## config.mk

```make
export PLATFORM = sky130hd
export DESIGN_NAME = stepper_phase_sequencer_unit
export DESIGN_NICKNAME = d
export VERILOG_FILES = /design/src/rtl/sps_pkg.sv /design/src/rtl/sps_step.sv /design/src/rtl/stepper_phase_sequencer_unit.sv
export SDC_FILE = /design/constraint.sdc
export NUM_CORES = 1
export LEC_CHECK = 0
export ABC_AREA = 1
export BUFFER_PORTS_ARGS = -buffer_cell sky130_fd_sc_hd__buf_2
export CAP_MARGIN = 20
export CORE_UTILIZATION = 64
export DETAILED_ROUTE_END_ITERATION = 8
export GPL_TIMING_DRIVEN = 0
export PLACE_DENSITY = 0.85
export SYNTH_ARGS = -nofsm -noshare
export SYNTH_HDL_FRONTEND = slang
export SYNTH_SLANG_ARGS = --single-unit
```

## constraint.sdc

```tcl
create_clock -name clk -period 5.1 [get_ports clk]
set_input_delay 1.02 -clock clk [delete_from_list [all_inputs] [get_ports clk]]
set_output_delay 1.02 -clock clk [all_outputs]
set_load 0.005 [all_outputs]
```

## src/rtl/sps_pkg.sv

```systemverilog
// Shared types, constants and phase tables for the stepper phase sequencer.
// Used by sps_step and stepper_phase_sequencer_unit; depends on nothing.
`timescale 1ns / 1ps
`default_nettype none
package sps_pkg;

	// Sequencer geometry.
	localparam int PHASES         = 8;
	localparam int STEPS_PER_UNIT = 12;
	localparam int PHASE_W        = 3;
	// The accumulator must hold +-STEPS_PER_UNIT just before it clears.
	localparam int ACC_W          = $clog2(STEPS_PER_UNIT + 1) + 1;

	// Field widths.
	localparam int OPCODE_W = 3;
	localparam int VALUE_W  = 14;
	localparam int COIL_W   = 4;
	localparam int AZ_W     = 16;
	localparam int ELEV_W   = 14;
	localparam int PERIOD_W = 8;
	localparam int CFG_IDX_W  = 2;
	localparam int CFG_DATA_W = 14;
	localparam int OUT_DATA_W = 40;

	// Command codes.
	localparam logic [OPCODE_W-1:0] OP_TICK       = 3'd0;
	localparam logic [OPCODE_W-1:0] OP_STOP       = 3'd1;
	localparam logic [OPCODE_W-1:0] OP_TURN_LEFT  = 3'd2;
	localparam logic [OPCODE_W-1:0] OP_TURN_RIGHT = 3'd3;
	localparam logic [OPCODE_W-1:0] OP_SET_ELEV   = 3'd4;

	// Configuration register indexes.
	localparam logic [CFG_IDX_W-1:0] REG_POWER_SAVE  = 2'd0;
	localparam logic [CFG_IDX_W-1:0] REG_STEP_PERIOD = 2'd1;
	localparam logic [CFG_IDX_W-1:0] REG_ELEV_MIN    = 2'd2;
	localparam logic [CFG_IDX_W-1:0] REG_ELEV_MAX    = 2'd3;

	// Reset values.
	localparam logic [PERIOD_W-1:0] STEP_PERIOD_RST = 8'd100;
	localparam logic [ELEV_W-1:0]   ELEV_MIN_RST    = 14'd500;
	localparam logic [ELEV_W-1:0]   ELEV_MAX_RST    = 14'd1000;
	localparam logic [ELEV_W-1:0]   ELEV_RST        = 14'd750;

	// Motor position state that a step updates.
	typedef struct packed {
		logic [PHASE_W-1:0]       phase;
		logic signed [ACC_W-1:0]  accum;
		logic [COIL_W-1:0]        coil;
		logic [AZ_W-1:0]          azimuth;
	} sps_motor_t;

	// One result word.
	typedef struct packed {
		logic [ELEV_W-1:0] elevation_compare;
		logic [AZ_W-1:0]   azimuth;
		logic              step_taken;
		logic              running;
		logic [COIL_W-1:0] coil_drive;
	} sps_result_t;

	typedef logic [COIL_W-1:0] coil_tab_t [8];

	localparam coil_tab_t HALF_STEP_TAB = '{4'h7, 4'h3, 4'hb, 4'h9, 4'hd, 4'hc, 4'he, 4'h6};
	localparam coil_tab_t WAVE_TAB      = '{4'h7, 4'hb, 4'hd, 4'he, 4'h7, 4'hb, 4'hd, 4'he};

endpackage
`default_nettype wire

```

## src/rtl/sps_step.sv

```systemverilog
// Next motor position for one step: coil pattern, phase index, step
// accumulator and azimuth. Uses types and tables from sps_pkg.
`timescale 1ns / 1ps
`default_nettype none
module sps_step (
	input  wire logic              power_save,
	input  wire logic              forward,
	input  wire sps_pkg::sps_motor_t cur,
	output sps_pkg::sps_motor_t    nxt
);

	localparam logic [sps_pkg::PHASE_W-1:0] LAST_PHASE =
		sps_pkg::PHASE_W'(sps_pkg::PHASES - 1);
	localparam logic signed [sps_pkg::ACC_W-1:0] ACC_LIMIT =
		sps_pkg::ACC_W'(sps_pkg::STEPS_PER_UNIT - 1);

	logic signed [sps_pkg::ACC_W-1:0] acc_moved;
	logic [sps_pkg::AZ_W-1:0]         az_inc;

	always_comb begin
		az_inc = power_save ? sps_pkg::AZ_W'(1) : sps_pkg::AZ_W'(2);
		nxt = cur;
		// The pattern sent out is the one at the phase before it moves.
		nxt.coil = power_save ? sps_pkg::HALF_STEP_TAB[cur.phase] :
			sps_pkg::WAVE_TAB[cur.phase];
		if (forward) begin
			nxt.phase = (cur.phase >= LAST_PHASE) ? '0 : cur.phase + 1'b1;
			acc_moved = cur.accum + sps_pkg::ACC_W'(1);
		end else begin
			nxt.phase = (cur.phase == '0 || cur.phase > LAST_PHASE) ? LAST_PHASE :
				cur.phase - 1'b1;
			acc_moved = cur.accum - sps_pkg::ACC_W'(1);
		end
		nxt.accum = acc_moved;
		if (acc_moved < -ACC_LIMIT) begin
			nxt.accum   = '0;
			nxt.azimuth = cur.azimuth - az_inc;
		end else if (acc_moved > ACC_LIMIT) begin
			nxt.accum   = '0;
			nxt.azimuth = cur.azimuth + az_inc;
		end
	end

endmodule
`default_nettype wire

```

## src/rtl/stepper_phase_sequencer_unit.sv

```systemverilog
// Stepper motor phase sequencer: top level. Depends on sps_pkg and sps_step.
// A result word is registered in the output register, or in the skid stage
// if that is held, as its command word is accepted. One word per cycle while
// the skid stage is empty. A two-entry output register and skid stage keep
// the slave side open while one result waits. Reset (arst_n low) stops the
// motor, clears the coils, counters and azimuth and loads the defaults.
`timescale 1ns / 1ps
`default_nettype none
module stepper_phase_sequencer_unit (
	input  wire logic                              clk,
	input  wire logic                              arst_n,
	// Configuration write port.
	input  wire logic                              cfg_we,
	input  wire logic [sps_pkg::CFG_IDX_W-1:0]     cfg_index,
	input  wire logic [sps_pkg::CFG_DATA_W-1:0]    cfg_data,
	// Command stream.
	input  wire logic                              s_axis_tvalid,
	output logic                                   s_axis_tready,
	input  wire logic [15:0]                       s_axis_tdata,  // [13:0] value, rest zero
	input  wire logic [sps_pkg::OPCODE_W-1:0]      s_axis_tuser,  // [2:0] opcode
	// Result stream.
	output logic                                   m_axis_tvalid,
	input  wire logic                              m_axis_tready,
	// [3:0] coil_drive, [4] running, [5] step_taken, [21:6] azimuth,
	// [35:22] elevation_compare, [39:36] zero
	output logic [sps_pkg::OUT_DATA_W-1:0]         m_axis_tdata
);

	// Configuration registers.
	logic                             power_save_q;
	logic [sps_pkg::PERIOD_W-1:0]     step_period_q;
	logic [sps_pkg::ELEV_W-1:0]       elev_min_q;
	logic [sps_pkg::ELEV_W-1:0]       elev_max_q;

	// Sequencer state.
	logic [sps_pkg::PERIOD_W-1:0]     tick_count_q;
	logic                             running_q;
	logic                             forward_q;
	sps_pkg::sps_motor_t              motor_q;
	logic [sps_pkg::ELEV_W-1:0]       elev_q;

	// Output register and skid stage.
	logic                             out_valid_q;
	sps_pkg::sps_result_t             out_data_q;
	logic                             skid_valid_q;
	sps_pkg::sps_result_t             skid_data_q;

	logic                             accept;
	logic [sps_pkg::VALUE_W-1:0]      value;
	sps_pkg::sps_motor_t              motor_stepped;

	logic [sps_pkg::PERIOD_W-1:0]     tick_count_d;
	logic                             running_d;
	logic                             forward_d;
	sps_pkg::sps_motor_t              motor_d;
	logic [sps_pkg::ELEV_W-1:0]       elev_d;
	logic                             stepped_d;
	sps_pkg::sps_result_t             result_d;

	assign value  = s_axis_tdata[sps_pkg::VALUE_W-1:0];
	assign accept = s_axis_tvalid && s_axis_tready;

	// The step logic sees the present position and direction; its output is
	// used only when a tick hits the compare value while running.
	sps_step u_step (
		.power_save (power_save_q),
		.forward    (forward_q),
		.cur        (motor_q),
		.nxt        (motor_stepped)
	);

	// Next state for the command word on the slave side.
	always_comb begin
		tick_count_d = tick_count_q;
		running_d    = running_q;
		forward_d    = forward_q;
		motor_d      = motor_q;
		elev_d       = elev_q;
		stepped_d    = 1'b0;
		case (s_axis_tuser)
			sps_pkg::OP_TICK: begin
				// A stopped timer holds its count. The compare is an equality,
				// so a count above a lowered period runs on and wraps first.
				if (running_q) begin
					if (tick_count_q == step_period_q) begin
						tick_count_d = '0;
						motor_d      = motor_stepped;
						stepped_d    = 1'b1;
					end else begin
						tick_count_d = tick_count_q + 1'b1;
					end
				end
			end
			sps_pkg::OP_STOP: begin
				// Counter, phase, accumulator and direction are kept.
				running_d    = 1'b0;
				motor_d.coil = '0;
			end
			sps_pkg::OP_TURN_LEFT: begin
				running_d = 1'b1;
				forward_d = 1'b1;
			end
			sps_pkg::OP_TURN_RIGHT: begin
				running_d = 1'b1;
				forward_d = 1'b0;
			end
			sps_pkg::OP_SET_ELEV: begin
				// Out-of-window requests are dropped; an empty window drops all.
				if (value >= elev_min_q && value <= elev_max_q) begin
					elev_d = value;
				end
			end
			default: begin
			end
		endcase

		result_d.coil_drive        = motor_d.coil;
		result_d.running           = running_d;
		result_d.step_taken        = stepped_d;
		result_d.azimuth           = motor_d.azimuth;
		result_d.elevation_compare = elev_d;
	end

	// Configuration writes.
	always_ff @(posedge clk or negedge arst_n) begin
		if (!arst_n) begin
			power_save_q  <= 1'b0;
			step_period_q <= sps_pkg::STEP_PERIOD_RST;
			elev_min_q    <= sps_pkg::ELEV_MIN_RST;
			elev_max_q    <= sps_pkg::ELEV_MAX_RST;
		end else if (cfg_we) begin
			case (cfg_index)
				sps_pkg::REG_POWER_SAVE:  power_save_q  <= cfg_data[0];
				sps_pkg::REG_STEP_PERIOD: step_period_q <= cfg_data[sps_pkg::PERIOD_W-1:0];
				sps_pkg::REG_ELEV_MIN:    elev_min_q    <= cfg_data[sps_pkg::ELEV_W-1:0];
				sps_pkg::REG_ELEV_MAX:    elev_max_q    <= cfg_data[sps_pkg::ELEV_W-1:0];
				default: begin
				end
			endcase
		end
	end

	// Sequencer state advances once per accepted word.
	always_ff @(posedge clk or negedge arst_n) begin
		if (!arst_n) begin
			tick_count_q <= '0;
			running_q    <= 1'b0;
			forward_q    <= 1'b1;
			motor_q      <= '0;
			elev_q       <= sps_pkg::ELEV_RST;
		end else if (accept) begin
			tick_count_q <= tick_count_d;
			running_q    <= running_d;
			forward_q    <= forward_d;
			motor_q      <= motor_d;
			elev_q       <= elev_d;
		end
	end

	// The slave side stays open until the skid stage holds a word.
	assign s_axis_tready = !skid_valid_q;
	assign m_axis_tvalid = out_valid_q;
	assign m_axis_tdata  = {{(sps_pkg::OUT_DATA_W - $bits(sps_pkg::sps_result_t)){1'b0}},
		out_data_q};

	always_ff @(posedge clk or negedge arst_n) begin
		if (!arst_n) begin
			out_valid_q  <= 1'b0;
			skid_valid_q <= 1'b0;
		end else if (!out_valid_q || m_axis_tready) begin
			// Output register is free this cycle: the skid word goes first.
			if (skid_valid_q) begin
				out_valid_q  <= 1'b1;
				skid_valid_q <= accept;
			end else begin
				out_valid_q  <= accept;
			end
		end else if (accept) begin
			skid_valid_q <= 1'b1;
		end
	end

	always_ff @(posedge clk) begin
		if (!out_valid_q || m_axis_tready) begin
			if (skid_valid_q) begin
				out_data_q  <= skid_data_q;
				skid_data_q <= result_d;
			end else begin
				out_data_q  <= result_d;
			end
		end else if (accept) begin
			skid_data_q <= result_d;
		end
	end

endmodule
`default_nettype wire

```

==> impl_metrics.py <==
metrics = {
    "outcome": {
        "status": "finished clean",
    },
    "synth": {
        "synth_area_um2": 8880,
        "syn_avg_cell_area_um2": 8.78,
        "synth_ff_type": "edfxtp_1",
        "synth_top_cell_area_share_pct": 24.4,
        "yosysSeqAreaShare_pct": 50.3,
        "synth_seq_cells": 163,
        "synthArstFlopShare_pct": 55.8,
        "synth.largest_area_cell": "edfxtp_1",
        "yosys_warnings": 0,
        "synth.area.top_cells": "edfxtp_1 (24%), dfrtp_1 (19%), nand2_1 (12%)",
        "synth_edf_count": 72,
        "synth_cells": 1011,
        "synth_cell_types": 49,
    },
    "die": {
        "die_height_um": 120,
        "initial_core_util_pct": 66.2,
        "core_area_um2": 13400,
        "die_w_um": 120,
        "rows": 42,
        "die_area_um2": 14300,
        "io_pins": 82,
    },
    "power": {
        "comb_power_share_pct": 22.3,
        "p_leak_nw": 4.96,
        "pwr-share-clk_pct": 35.6,
        "switching_share_pct": 30.2,
        "pwr-share-seq_pct": 42.1,
        "ir_drop_mv": 0.250,
        "p_int_mw": 2.88,
        "power_switching_mw": 1.25,
        "power.total_mw": 4.13,
        "powerDensity_nw_per_um2": 403,
    },
    "setup_path": {
        "crit_path_end_kind": "flip-flop",
        "crit_type": "flip-flop to flip-flop",
        "setup.worst_path.start": "forward_q$_DFFE_PN1P_",
        "critPathArrivalTime_ns": 3.52,
        "r2r_end": "m_axis_tdata[21]$_DFFE_PN_",
        "reg2reg_depth": 18,
        "critPathLaunchType": "flip-flop",
        "r2r_slack_ns": 1.77,
        "worstSetupEndpoint": "m_axis_tdata[21]$_DFFE_PN_",
        "reg2reg_from": "forward_q$_DFFE_PN1P_",
        "crit_required_ns": 5.29,
        "cp_max_fo": 7,
    },
    "global_routing": {
        "grt_usage_pct": 32.3,
        "grt_pass1_wl_mm": 35.6,
        "grt_max_degree": 72,
        "first_global_vias": 7380,
        "antenna_found_initial": 0,
        "gr-total-overflow": 0,
    },
    "finish": {
        "fin_nets": 1200,
        "drive_gt1_share_pct": 16.7,
        "n_antenna_cell": 0,
        "fin_util_pct": 76.4,
        "fillers": 884,
        "final_cells": 1300,
        "area_growth_syn_to_layout_pct": 15.4,
    },
    "clock_network": {
        "clock_latency_ns": 0.43,
        "clk_pin_slew_ns": 0.06,
        "cts.sinks": 163,
        "cts_setup_buffers": 0,
        "clock-root-buffer": "clkbuf_16",
        "cts_buffers": 17,
        "cts.path.max_buffers": 2,
        "cts_resized": 0,
        "cts_tree": "done",
        "ctsHoldBuffers": 0,
        "htreeDepth": 4,
    },
    "detailed_routing": {
        "drc_errors": 0,
        "routed_wl_mm": 21.5,
        "viasPerCell": 5.75,
        "dr.pass1.iters": 5,
        "wire_per_inst_um": 16.6,
        "final_antenna_net_count": 0,
        "drt_iter0_drc": 689,
        "dr_total_vias": 7473,
    },
    "timing": {
        "hold_viol_final": 0,
        "final.min_clock_period_ns": 3.33,
        "finalSetupViolCount": 0,
        "worstMarginPinSlew_ns": 0.803,
        "report.final.slew_viol_count": 0,
        "clock.fmax_mhz": 300,
        "fin_ws_ns": 1.77,
        "timing.final.crit_share_pct": 65.4,
        "slew_headroom_pct": 46.4,
        "rsz0062_at_grt": "no",
        "fin_skew_ns": 0.00694,
    },
    "placed_design": {
        "dp_hpwl_mm": 14.5,
        "dp_cells": 1268,
        "port_buffers": 75,
        "place_congestion": 0.942,
        "place_ws_ns": 1.78,
    },
    "worst_hold_path": {
        "hp-class": "primary input to async pin",
    },
    "flow_run": {
        "cap_violations": 0,
    },
}
## cell usage in the layout, fill, tap and decap left out, types with 7 or more instances in the layout
| cell type | netlist | final |
|---|---|---|
| nand2_1 | 273 | 273 |
| inv_1 | 140 | 140 |
| o21ai_0 | 95 | 94 |
| buf_2 | 4 | 78 |
| edfxtp_1 | 72 | 72 |
| dfrtp_1 | 68 | 68 |
| nand3_1 | 62 | 62 |
| ha_1 | 46 | 46 |
| nor2_1 | 38 | 38 |
| a21oi_1 | 25 | 25 |
| dfstp_2 | 23 | 23 |
| nand4_1 | 22 | 22 |
| clkbuf_1 | 16 | 19 |
| clkbuf_16 | 0 | 17 |
| and2_1 | 14 | 14 |
| nor3_1 | 10 | 10 |
| o21ai_1 | 8 | 8 |
| o211ai_1 | 7 | 7 |
| buf_4 | 6 | 7 |
## power by group through the flow
| stage | sequential [mW] | clock (mW) | combinational, mW |
|---|---|---|---|
| floorplan | 1.74 | 0 | 0.613 |
| global placement | 1.74 | 0 | 0.822 |
| detailed placement | 1.75 | 0 | 0.880 |
| CTS | 1.74 | 1.47 | 0.912 |
| global route | 1.76 | 1.52 | 1.04 |
| finish | 1.74 | 1.47 | 0.920 |
## per-layer routing
layer	up-vias	track usage, %	share of wire (%)
li1	3513	-	-
met1	3527	40.5	40
met2	360	54.4	49
met3	73	5.56	7.1
met4	0	15.4	3.7
met5	-	0	0
## cells by family after synthesis
kind of cell               share of synthesized area (%)
buffers and inverters                               8.43
AOI/OAI and AO/OA                                   10.0
adders and majority gates                           7.16
xor gates and xnor gates                            2.09
other                                             0.0422
DFF                                                 50.3
and+or+nand+nor                                     21.9
## through the flow
stage	cell area, um^2	hold WS (ns)	setup TNS (ns)
2_1_floorplan	8890	0.453	0
6_report	10200	0.480	0
3_3_place_gp	9480	0.467	-6.08
4_1_cts	10200	0.476	0
5_1_grt	10200	0.497	0
3_5_place_dp	9580	0.475	0
## final cells by class
| class | instances | area, um^2 | area share, % |
|---|---|---|---|
| sequential | 163 | 4470 | 43.6 |
| buffer | 34 | 200 | 1.95 |
| tap | 176 | 220 | 2.15 |
| clock inverter | 12 | 228 | 2.22 |
| clock buffer | 20 | 437 | 4.26 |
| inverter | 146 | 548 | 5.35 |
| timing repair buffer | 78 | 460 | 4.49 |
| multi-input combinational | 671 | 3680 | 35.9 |
## cell usage after synthesis, types with 7 or more instances
cell type and count:
o21ai_0 95, nand2_1 273, dfrtp_1 68, nor3_1 10, and2_1 14, nor2_1 38, nand3_1 62, o21ai_1 8
ha_1 46, clkbuf_1 16, edfxtp_1 72, dfstp_2 23, inv_1 140, o211ai_1 7, a21oi_1 25, nand4_1 22
## flip-flops by register name, indices dropped and copies added, names as in the netlist
name	flops
elev_max_q	14
elev_min_q	14
elev_q	14
forward_q	1
m_axis_tdata	36
m_axis_tvalid	1
motor_q	28
power_save_q	1
running_q	1
skid_data_q	36
skid_valid_q	1
step_period_q	8
tick_count_q	8
## critical path: stages (launching register included)
cell,delay [ns]
dfstp_2,0.55
buf_6,0.13
inv_1,0.11
ha_1,0.39
or2_1,0.23
nand3_1,0.08
nand2_1,0.08
clkinv_1,0.08
o21ai_0,0.08
ha_1,0.32
nand2_2,0.10
inv_2,0.14
nand2_1,0.11
o21ai_0,0.25
nand2_1,0.11
nand2_1,0.09
nand2_1,0.10
nand2_1,0.08
nand2_1,0.05
## worst min path at each step
stage,start,to,slack [ns]
after global routing,arst_n,elev_q[8]$_DFFE_PN0P_,0.50
after CTS,arst_n,elev_q[0]$_DFFE_PN0P_,0.48
final,arst_n,elev_min_q[12]$_DFFE_PN0P_,0.48
after floorplan,elev_max_q[10]$_DFFE_PN0P_,elev_max_q[10]$_DFFE_PN0P_,0.45
after global placement,elev_max_q[4]$_DFFE_PN0P_,elev_max_q[4]$_DFFE_PN0P_,0.47
after detailed placement,elev_min_q[1]$_DFFE_PN0P_,elev_min_q[1]$_DFFE_PN0P_,0.47
No activity file was read; power rests on OpenSTA's default activity.
